File: src/hdl/ppo_pkg.sv
package ppo_pkg;

    localparam int ADDR_W   = 5;
    localparam int DATA_W   = 32;
    localparam int WEIGHT_W = 18;
    localparam int SPOT_W   = 32;
    localparam int IDX_W    = 3;
    localparam int PROD_W   = WEIGHT_W + SPOT_W + 1;
    localparam int BASKET_W = 54;
    localparam int PAYOFF_W = 32;
    localparam int FRAC_W   = 16;
    localparam int NUM_ASSETS_DEFAULT = 8;

    localparam logic [WEIGHT_W-1:0] WEIGHT0_RESET = WEIGHT_W'(65536);
    localparam logic [PAYOFF_W-1:0] PAYOFF_ONE    = PAYOFF_W'(65536);
    localparam logic [PAYOFF_W-1:0] PAYOFF_MAX    = {PAYOFF_W{1'b1}};

    typedef enum logic [2:0] {
        ST_IDLE,
        ST_ACC,
        ST_CLOSE,
        ST_DIV,
        ST_ADD,
        ST_EMIT
    } state_t;

    typedef struct packed {
        logic done;
        logic overflow;
    } div_status_t;

endpackage

File: src/hdl/ppo_regs.sv
module ppo_regs
    import ppo_pkg::*;
#(
    parameter int NUM_ASSETS = NUM_ASSETS_DEFAULT
)
(
    input  logic                       clk,
    input  logic                       rst_n,
    input  logic                       psel,
    input  logic                       penable,
    input  logic                       pwrite,
    input  logic [ADDR_W-1:0]          paddr,
    input  logic [DATA_W-1:0]          pwdata,
    output logic [DATA_W-1:0]          prdata,
    input  logic [IDX_W-1:0]           sel,
    output logic signed [WEIGHT_W-1:0] weight
);

    logic [WEIGHT_W-1:0] weight_reg [NUM_ASSETS];
    logic                wr_en;
    logic [IDX_W-1:0]    reg_idx;

    assign wr_en   = psel & penable & pwrite;
    assign reg_idx = paddr[ADDR_W-1:2];

    always_ff @(posedge clk or negedge rst_n)
    begin
        if (!rst_n)
        begin
            for (int i = 0; i < NUM_ASSETS; i++)
            begin
                weight_reg[i] <= (i == 0) ? WEIGHT0_RESET : '0;
            end
        end
        else
        begin
            for (int i = 0; i < NUM_ASSETS; i++)
            begin
                if (wr_en && reg_idx == IDX_W'(i))
                begin
                    weight_reg[i] <= pwdata[WEIGHT_W-1:0];
                end
            end
        end
    end

    // Registers past the configured asset count read as zero and weigh zero.
    always_comb
    begin
        prdata = '0;
        weight = '0;
        for (int i = 0; i < NUM_ASSETS; i++)
        begin
            if (reg_idx == IDX_W'(i))
            begin
                prdata = {{(DATA_W-WEIGHT_W){1'b0}}, weight_reg[i]};
            end
            if (sel == IDX_W'(i))
            begin
                weight = $signed(weight_reg[i]);
            end
        end
    end

endmodule

File: src/hdl/ppo_div.sv
module ppo_div
    import ppo_pkg::*;
(
    input  logic                clk,
    input  logic                rst_n,
    input  logic                start,
    input  logic [BASKET_W-1:0] dividend,
    input  logic [BASKET_W-1:0] divisor,
    output logic [PAYOFF_W-1:0] quotient,
    output div_status_t         status
);

    localparam int CNT_W = $clog2(PAYOFF_W);

    logic                busy_reg,  busy_next;
    logic                done_reg,  done_next;
    logic                ovf_reg,   ovf_next;
    logic [CNT_W-1:0]    cnt_reg,   cnt_next;
    logic [BASKET_W-1:0] rem_reg,   rem_next;
    logic [BASKET_W-1:0] den_reg,   den_next;
    logic [PAYOFF_W-1:0] low_reg,   low_next;
    logic [PAYOFF_W-1:0] quo_reg,   quo_next;
    logic [BASKET_W-1:0] trial;
    logic [BASKET_W-1:0] head;

    // The quotient is the dividend scaled by 2^16 over the divisor. The top part
    // of the scaled dividend is the dividend shifted down by 16; if it already
    // reaches the divisor, the integer part is 2^16 or more.
    assign head  = dividend >> FRAC_W;
    assign trial = {rem_reg[BASKET_W-2:0], low_reg[PAYOFF_W-1]};

    always_comb
    begin
        busy_next = busy_reg;
        done_next = 1'b0;
        ovf_next  = ovf_reg;
        cnt_next  = cnt_reg;
        rem_next  = rem_reg;
        den_next  = den_reg;
        low_next  = low_reg;
        quo_next  = quo_reg;
        if (start)
        begin
            rem_next  = head;
            den_next  = divisor;
            low_next  = {dividend[FRAC_W-1:0], {(PAYOFF_W-FRAC_W){1'b0}}};
            quo_next  = '0;
            cnt_next  = '0;
            ovf_next  = (head >= divisor);
            busy_next = (head < divisor);
            done_next = (head >= divisor);
        end
        else if (busy_reg)
        begin
            if (trial >= den_reg)
            begin
                rem_next = trial - den_reg;
                quo_next = {quo_reg[PAYOFF_W-2:0], 1'b1};
            end
            else
            begin
                rem_next = trial;
                quo_next = {quo_reg[PAYOFF_W-2:0], 1'b0};
            end
            low_next = {low_reg[PAYOFF_W-2:0], 1'b0};
            cnt_next = cnt_reg + 1'b1;
            if (cnt_reg == CNT_W'(PAYOFF_W-1))
            begin
                busy_next = 1'b0;
                done_next = 1'b1;
            end
        end
    end

    always_ff @(posedge clk or negedge rst_n)
    begin
        if (!rst_n)
        begin
            busy_reg <= 1'b0;
            done_reg <= 1'b0;
            ovf_reg  <= 1'b0;
            cnt_reg  <= '0;
        end
        else
        begin
            busy_reg <= busy_next;
            done_reg <= done_next;
            ovf_reg  <= ovf_next;
            cnt_reg  <= cnt_next;
        end
    end

    always_ff @(posedge clk)
    begin
        rem_reg <= rem_next;
        den_reg <= den_next;
        low_reg <= low_next;
        quo_reg <= quo_next;
    end

    assign quotient        = quo_reg;
    assign status.done     = done_reg;
    assign status.overflow = ovf_reg;

endmodule

File: src/hdl/performance_option_payoff_top.sv
// A spot that does not close a date takes a multiply step, then an accumulate step.
// A date close adds a close step; when the 32-step divider runs (it skips its steps on
// overflow), an add step follows. A path end adds a step to load the output register,
// waiting while it is still full. A new request is taken only in idle, one at a time.
// Reset (rst_n low, asynchronous) sets weight_0 to 1.0, the other weights to 0,
// the payoff to 1.0, and clears the basket, flags and output valid.
module performance_option_payoff_top
    import ppo_pkg::*;
#(
    parameter int NUM_ASSETS = NUM_ASSETS_DEFAULT
)
(
    input  logic                clk,
    input  logic                rst_n,
    input  logic                psel,
    input  logic                penable,
    input  logic                pwrite,
    input  logic [ADDR_W-1:0]   paddr,
    input  logic [DATA_W-1:0]   pwdata,
    output logic [DATA_W-1:0]   prdata,
    output logic                pready,
    input  logic                in_valid,
    output logic                in_ready,
    input  logic [SPOT_W-1:0]   spot,
    input  logic [IDX_W-1:0]    asset_index,
    input  logic                end_of_date,
    input  logic                end_of_path,
    output logic                out_valid,
    input  logic                out_ready,
    output logic [PAYOFF_W-1:0] payoff_value,
    output logic                divide_fault,
    output logic                saturated
);

    state_t state_reg, state_next;

    logic signed [WEIGHT_W-1:0] weight;
    logic signed [PROD_W-1:0]   prod_reg,    prod_next;
    logic signed [BASKET_W-1:0] basket_reg,  basket_next;
    logic signed [BASKET_W-1:0] prev_reg,    prev_next;
    logic [PAYOFF_W-1:0]        payoff_reg,  payoff_next;
    logic                       first_reg,   first_next;
    logic                       fault_reg,   fault_next;
    logic                       sat_reg,     sat_next;
    logic                       close_reg,   close_next;
    logic                       eop_reg,     eop_next;
    logic                       oval_reg,    oval_next;
    logic [PAYOFF_W-1:0]        opay_reg,    opay_next;
    logic                       ofault_reg,  ofault_next;
    logic                       osat_reg,    osat_next;

    logic                       div_start;
    logic [BASKET_W-1:0]        diff;
    logic [PAYOFF_W-1:0]        quotient;
    div_status_t                div_status;
    logic [PAYOFF_W:0]          pay_sum;

    ppo_regs #(
        .NUM_ASSETS (NUM_ASSETS)
    ) u_regs (
        .clk     (clk),
        .rst_n   (rst_n),
        .psel    (psel),
        .penable (penable),
        .pwrite  (pwrite),
        .paddr   (paddr),
        .pwdata  (pwdata),
        .prdata  (prdata),
        .sel     (asset_index),
        .weight  (weight)
    );

    assign diff = basket_reg - prev_reg;

    ppo_div u_div (
        .clk      (clk),
        .rst_n    (rst_n),
        .start    (div_start),
        .dividend (diff),
        .divisor  (prev_reg),
        .quotient (quotient),
        .status   (div_status)
    );

    // An overflowing ratio adds 2^32, which always clips.
    assign pay_sum = {1'b0, payoff_reg}
                   + (div_status.overflow ? {1'b1, {PAYOFF_W{1'b0}}} : {1'b0, quotient});

    always_comb
    begin
        state_next  = state_reg;
        prod_next   = prod_reg;
        basket_next = basket_reg;
        prev_next   = prev_reg;
        payoff_next = payoff_reg;
        first_next  = first_reg;
        fault_next  = fault_reg;
        sat_next    = sat_reg;
        close_next  = close_reg;
        eop_next    = eop_reg;
        oval_next   = oval_reg;
        opay_next   = opay_reg;
        ofault_next = ofault_reg;
        osat_next   = osat_reg;
        div_start   = 1'b0;
        in_ready    = 1'b0;

        if (oval_reg && out_ready)
        begin
            oval_next = 1'b0;
        end

        unique case (state_reg)
            ST_IDLE:
            begin
                in_ready = 1'b1;
                if (in_valid)
                begin
                    prod_next  = weight * $signed({1'b0, spot});
                    close_next = end_of_date | end_of_path;
                    eop_next   = end_of_path;
                    state_next = ST_ACC;
                end
            end
            ST_ACC:
            begin
                basket_next = basket_reg
                            + {{(BASKET_W-PROD_W){prod_reg[PROD_W-1]}}, prod_reg};
                state_next  = close_reg ? ST_CLOSE : ST_IDLE;
            end
            ST_CLOSE:
            begin
                if (!first_reg && !prev_reg[BASKET_W-1] && prev_reg != '0
                    && basket_reg > prev_reg)
                begin
                    div_start  = 1'b1;
                    state_next = ST_DIV;
                end
                else
                begin
                    if (first_reg)
                    begin
                        first_next = 1'b0;
                    end
                    else if (prev_reg[BASKET_W-1] || prev_reg == '0)
                    begin
                        fault_next = 1'b1;
                    end
                    prev_next   = basket_reg;
                    basket_next = '0;
                    state_next  = eop_reg ? ST_EMIT : ST_IDLE;
                end
            end
            ST_DIV:
            begin
                if (div_status.done)
                begin
                    state_next = ST_ADD;
                end
            end
            ST_ADD:
            begin
                if (pay_sum[PAYOFF_W])
                begin
                    payoff_next = PAYOFF_MAX;
                    sat_next    = 1'b1;
                end
                else
                begin
                    payoff_next = pay_sum[PAYOFF_W-1:0];
                end
                prev_next   = basket_reg;
                basket_next = '0;
                state_next  = eop_reg ? ST_EMIT : ST_IDLE;
            end
            ST_EMIT:
            begin
                // Wait until the output register is free, then start a new path.
                if (!oval_reg || out_ready)
                begin
                    oval_next   = 1'b1;
                    opay_next   = payoff_reg;
                    ofault_next = fault_reg;
                    osat_next   = sat_reg;
                    basket_next = '0;
                    prev_next   = '0;
                    payoff_next = PAYOFF_ONE;
                    first_next  = 1'b1;
                    fault_next  = 1'b0;
                    sat_next    = 1'b0;
                    state_next  = ST_IDLE;
                end
            end
            default:
            begin
                state_next = ST_IDLE;
            end
        endcase
    end

    always_ff @(posedge clk or negedge rst_n)
    begin
        if (!rst_n)
        begin
            state_reg  <= ST_IDLE;
            basket_reg <= '0;
            prev_reg   <= '0;
            payoff_reg <= PAYOFF_ONE;
            first_reg  <= 1'b1;
            fault_reg  <= 1'b0;
            sat_reg    <= 1'b0;
            close_reg  <= 1'b0;
            eop_reg    <= 1'b0;
            oval_reg   <= 1'b0;
        end
        else
        begin
            state_reg  <= state_next;
            basket_reg <= basket_next;
            prev_reg   <= prev_next;
            payoff_reg <= payoff_next;
            first_reg  <= first_next;
            fault_reg  <= fault_next;
            sat_reg    <= sat_next;
            close_reg  <= close_next;
            eop_reg    <= eop_next;
            oval_reg   <= oval_next;
        end
    end

    always_ff @(posedge clk)
    begin
        prod_reg   <= prod_next;
        opay_reg   <= opay_next;
        ofault_reg <= ofault_next;
        osat_reg   <= osat_next;
    end

    assign pready       = 1'b1;
    assign out_valid    = oval_reg;
    assign payoff_value = opay_reg;
    assign divide_fault = ofault_reg;
    assign saturated    = osat_reg;

endmodule
File: config.mk
export PLATFORM = sky130hd
export DESIGN_NAME = performance_option_payoff_top
export DESIGN_NICKNAME = d
export VERILOG_FILES = /design/src/hdl/ppo_pkg.sv /design/src/hdl/ppo_regs.sv /design/src/hdl/ppo_div.sv /design/src/hdl/performance_option_payoff_top.sv
export SDC_FILE = /design/constraint.sdc
export NUM_CORES = 2
export LEC_CHECK = 0
export ABC_AREA = 0
export BUFFER_PORTS_ARGS = -buffer_cell sky130_fd_sc_hd__buf_2
export CELL_PAD_IN_SITES_DETAIL_PLACEMENT = 1
export CELL_PAD_IN_SITES_GLOBAL_PLACEMENT = 1
export CORE_UTILIZATION = 51
export DETAILED_ROUTE_END_ITERATION = 8
export PLACE_DENSITY_LB_ADDON = 0.1
export SYNTH_ARGS = -nofsm -noshare
export SYNTH_HDL_FRONTEND = slang
export SYNTH_HIERARCHICAL = 1
export SYNTH_SLANG_ARGS = --single-unit
File: constraint.sdc
create_clock -name clk -period 9.7 [get_ports clk]
set_input_delay 0.97 -clock clk [delete_from_list [all_inputs] [get_ports clk]]
set_output_delay 0.97 -clock clk [all_outputs]
set_load 0.1 [all_outputs]
== Word level (Yosys, flattened, before mapping) ==
Cells that the tools add are included.

* Register bits: 541
* Bits of input ports: 81
* Logic and storage cells: 169
* Output and inout port bits: 69

* Multipliers: 1
* Muxes and demuxes: 62
* Bitwise logic cells: 3
* Order comparisons: 4
* Eq/ne operators: 27
* Add/sub/neg operators: 5
* Reductions and logical operators: 36

{| class="wikitable"
|+ Operators by type and width
! kind !! count
|-
| two-way mux 18 bit || 16
|-
| case mux 54 bit (4 select lines) || 1
|-
| two-way mux 54 bit || 3
|-
| case mux 54 bit (3 select lines) || 1
|-
| two-way mux 32 bit || 4
|-
| two-way mux 38 bit || 2
|-
| case mux 32 bit (2 select lines) || 1
|-
| adder 54 bit || 1
|-
| greater-or-equal comparator 38 x 54 -> 1 bit || 1
|-
| greater-or-equal comparator 54 bit || 1
|-
| > comparator 54 bit || 1
|-
| zero test 54 bit || 1
|-
| < comparator 38 x 54 -> 1 bit || 1
|-
| nonzero test 54 bit || 1
|-
| subtractor 54 bit || 1
|-
| two-way mux 53 bit || 1
|-
| subtractor 53 bit || 1
|-
| multiplier 18 x 33 -> 51 bit || 1
|-
| adder 32 x 33 -> 33 bit || 1
|-
| two-way mux 33 bit || 1
|-
| equality test 3 bit, second input constant || 10
|-
| two-way mux 1 bit || 20
|-
| equality test 3 x 2 -> 1 bit, second input constant || 6
|-
| case mux 3 bit (6 select lines) || 1
|-
| 21 further kinds || 60
|}

== Logic depth before layout (Yosys ltp) ==
* Depth in word-level cells: 10
* Mapped depth: 31
* Depth with buffers taken out: 29

== By module ==
The synthesis kept the hierarchy.

{| class="wikitable"
|+ Modules (own cells, without submodules)
! module !! seq. area each (sq um) !! times used !! area an instance (sq um) !! cells each
|-
| performance_option_payoff_top || 6283.5 || 1 || 34525.6 || 3872
|-
| ppo_div || 4384.2 || 1 || 11088.1 || 1177
|-
| ppo_regs || 3604.7 || 1 || 7975.1 || 650
|}

== Least setup slack after synthesis ==
Ideal clock, no wire load.

* Path kind: input -> register
* Start point: input port asset_index[0]
* End point: register prod_reg[44] (data pin)
* Buffers on the path: 2
* Data required time: 9.442 ns
* Cell stages on the path: 26
* Library setup time: 0.258 ns
* Path slack: 1.208 ns
* Arrival time: 8.233 ns
* Path through: buf_2 -> mux4_2 -> mux2_2 -> inv_1 -> buf_1 -> nor2_1 -> fa_1 -> fa_1 -> fa_1 -> fa_1 -> fa_1 -> inv_1 -> fa_1 -> inv_1 -> ha_1 -> a2111oi_0 -> o211ai_1 -> a21oi_1 -> nor2_1 -> a211oi_1 -> nor3_1 -> o22ai_1 -> o21ai_0 -> a21o_1 -> a21oi_1 -> xnor2_1

* Longest elaborated chain between the ends: 10
* Elaborated cells on any way between the ends: 17
* Classes of those cells: mul: 1; eq/ne: 7; mux: 8; reduce/logical: 1

{| class="wikitable"
|+ RTL lines
! element !! line !! source
|-
| start: declaration || performance_option_payoff_top.sv:25 || <nowiki>input logic [IDX_W-1:0] asset_index,</nowiki>
|-
| zero test 3 bit || ppo_regs.sv:58 || <nowiki>if (sel == IDX_W'(i))</nowiki>
|-
| two-way mux 18 bit (7 in a row) || ppo_regs.sv:58 ||
|-
| two-way mux 18 bit * || ppo_regs.sv:58 ||
|-
| named net weight[17] || performance_option_payoff_top.sv:37 || <nowiki>logic signed [WEIGHT_W-1:0] weight;</nowiki>
|-
| multiplier 18 x 33 -> 51 bit * || performance_option_payoff_top.sv:119 || <nowiki>prod_next = weight * $signed({1'b0, spot});</nowiki>
|-
| end signal: assignment || performance_option_payoff_top.sv:233 || <nowiki>prod_reg <= prod_next;</nowiki>
|-
| end: declaration || performance_option_payoff_top.sv:38 || <nowiki>logic signed [PROD_W-1:0] prod_reg, prod_next;</nowiki>
|}

The timed path passes the listed nets; every way through them passes the cells marked *.
A chain may end at the register's enable or synchronous reset.

== Final worst setup path ==
* Start point: input port asset_index[0]
* End point: register prod_reg[50] (data pin)

Same word-level chain as after synthesis.

==> impl_metrics.tcl <==
set metrics [dict create \
    max_stage_delay_ps 590 \
    vias 41837 \
    dp_hpwl_um 117000 \
    synth_area_per_cell_um2 9.40 \
    gp_congestion 0.931 \
    ys_seq_area_frac 0.266 \
    clock-sinks 541 \
    async_flop_share 0.556 \
    hold_violations 0 \
    root_buffer "clkbuf_16" \
    initial_core_util 0.516 \
    required_ps 10080 \
    syn_inst 5699 \
    ant_nets 0 \
    io_pins 150 \
    crit_type "in -> reg" \
    synth_edf_count 193 \
    num_rows 118 \
    slowest_stage "fa_1" \
    grt_max_degree 153 \
    drtIter0Drc 2196 \
    drive_gt1_frac 0.105 \
    clk_pin_slew_ps 60 \
    final_nets 6655 \
    viasPerCell 5.87 \
    rsz0062_at_grt "false" \
    setup_viol 0 \
    tightestPinTransition_ps 1130 \
    reg2reg_from "u_regs/weight_reg[133]" \
    multi_input_area_um2 35200 \
    coreArea_um2 104000 \
    finalSetupTns_ps 0 \
    clock_latency_ps 650 \
    fin_crit_sh 0.898 \
    rr_worst_depth 23 \
    worst-path-max-fanout 26 \
    startpoint "asset_index[0]" \
    hp-class "in -> async" \
    htreeDepth 3 \
    final_common_cell "inv_1" \
    cts_tree "built" \
    fmax_ghz 0.115 \
    start_kind "primary input" \
    antenna_found_initial 3 \
    fin_skew_ps 42.7 \
    largest_reg_flops 144 \
    synth.yosys.warnings 6 \
    first_global_vias 45185 \
    cts_hold_buf 0 \
    slew_viol_final 0 \
    layout_common_cells "inv_1 (789), nand2_1 (601), fa_1 (484), ha_1 (394), dfrtp_1 (297)" \
    outcome "complete, no violations" \
    cp.buffers_inverters 7 \
    worstPathArrival_ps 9090 \
    postCtsSetupBuffers 0 \
    r2r-end "prod_reg[47]" \
    cts_buffers 68 \
    syn_to_final_growth_pct 7.70 \
    slew_headroom 0.247 \
    regArea_um2 14300 \
    port-buffer-count 118 \
    crit_family "adder cells" \
    fin_crit_ps 8710 \
    grt_pass1_wl_um 251000 \
    cap_violations 0 \
    ys_ff_latch 541 \
    cts_buffer_depth 3 \
    fillers 11732 \
    wl_per_cell_um 21.9 \
    routed_wl_um 156000 \
    die_area_um2 106000 \
    synth_flop_cell "dfrtp_1" \
    drt_first_pass_iters 5 \
    path_common_cell "fa_1" \
    grt.overflow.total 0 \
    track_usage 0.296 \
    synth_area_um2 53600 \
    synth_cell_types 106 \
    cts_resized 0 \
    r2r_slack_ps 1480 \
    drc 0 \
    die_w_um 326 \
    end_kind "register" \
    die_h_um 326 \
]
[logic make-up (layout without fill, tap and decap cells)]
group                      count (synthesis)  after routing  synth area share
and+or+nand+nor                         1548           1548             0.141
AOI/OAI and AO/OA                       1169           1169             0.145
buffers and inverters                   1074           1111            0.0796
adders and majority gates                878            878             0.273
DFF                                      541            541             0.266
muxes                                    288            288            0.0618
xor gates and xnor gates                 199            199            0.0327
other                                      2             17          0.000140
[per-stage QoR]
stage / cell area [um^2] / util / setup slack, ps / instances / hold slack (ps)
floorplan: 53600 / - / 1210 / 5712 / 419
global placement: 55400 / 0.534 / 439 / 7006 / 434
detailed placement: 55400 / 0.534 / 329 / 7006 / 442
CTS: 57700 / 0.556 / 988 / 7129 / 326
global route: 57700 / 0.556 / 474 / 7131 / 348
finish: 57700 / 0.556 / 991 / 7131 / 263
[area by class of cell]
type | instances | area share
repair buffers | 198 | 0.0213
inverters | 790 | 0.0514
clock buffers | 84 | 0.0321
well taps | 1380 | 0.0299
diodes | 2 | 0.0000867
flip-flops and latches | 541 | 0.247
clock inverters | 39 | 0.00804
multi-input cells | 4097 | 0.610
[synth_stat cells, types with 61 or more instances]
| cell | count | area share |
|---|---|---|
| nor2b_1 | 89 | 0.010 |
| mux2_2 | 202 | 0.042 |
| nor2_1 | 240 | 0.017 |
| a21oi_1 | 278 | 0.026 |
| xor2_1 | 66 | 0.011 |
| nand2b_1 | 61 | 0.0071 |
| a22o_1 | 93 | 0.015 |
| xnor2_1 | 132 | 0.022 |
| fa_1 | 484 | 0.18 |
| inv_1 | 789 | 0.055 |
| o21ai_0 | 266 | 0.025 |
| and2_1 | 254 | 0.030 |
| dfrtp_1 | 298 | 0.14 |
| edfxtp_1 | 193 | 0.11 |
| clkbuf_1 | 191 | 0.013 |
| a21o_1 | 116 | 0.016 |
| nand2_1 | 601 | 0.042 |
| ha_1 | 394 | 0.092 |
| mux2i_1 | 72 | 0.013 |
[layer usage]
layer  track usage  vias to the layer above  part of all wire  wire length, um
li1              -                    19182                 -                -
met5             0                        -                 0                0
met4         0.105                        0             0.036             5560
met3        0.0314                      259             0.043             6640
met2         0.508                      990              0.49            76700
met1         0.387                    21406              0.43            67400
[worst reg2reg max path, delay by kind of cell (launching register included)]
kind	cells	cell delay (ps)
adders and majority gates	7	3290
muxes	3	1160
and+or+nand+nor	4	1120
buffers and inverters	3	370
DFF	1	410
AOI/OAI and AO/OA	6	1710
[worst max-delay path by stage]
| stage | to | slack [ps] | cells past startpoint |
|---|---|---|---|
| 4_1_cts | prod_reg[50] | 990 | 30 |
| 3_3_place_gp | prod_reg[50] | 440 | 30 |
| 3_5_place_dp | prod_reg[50] | 330 | 30 |
| 5_1_grt | prod_reg[44] | 470 | 29 |
| 2_1_floorplan | prod_reg[44] | 1210 | 26 |
| 6_report | prod_reg[50] | 990 | 30 |
Power is not shown: default switching activity piles up to over one toggle a cycle in this logic, so the estimate is an artifact.
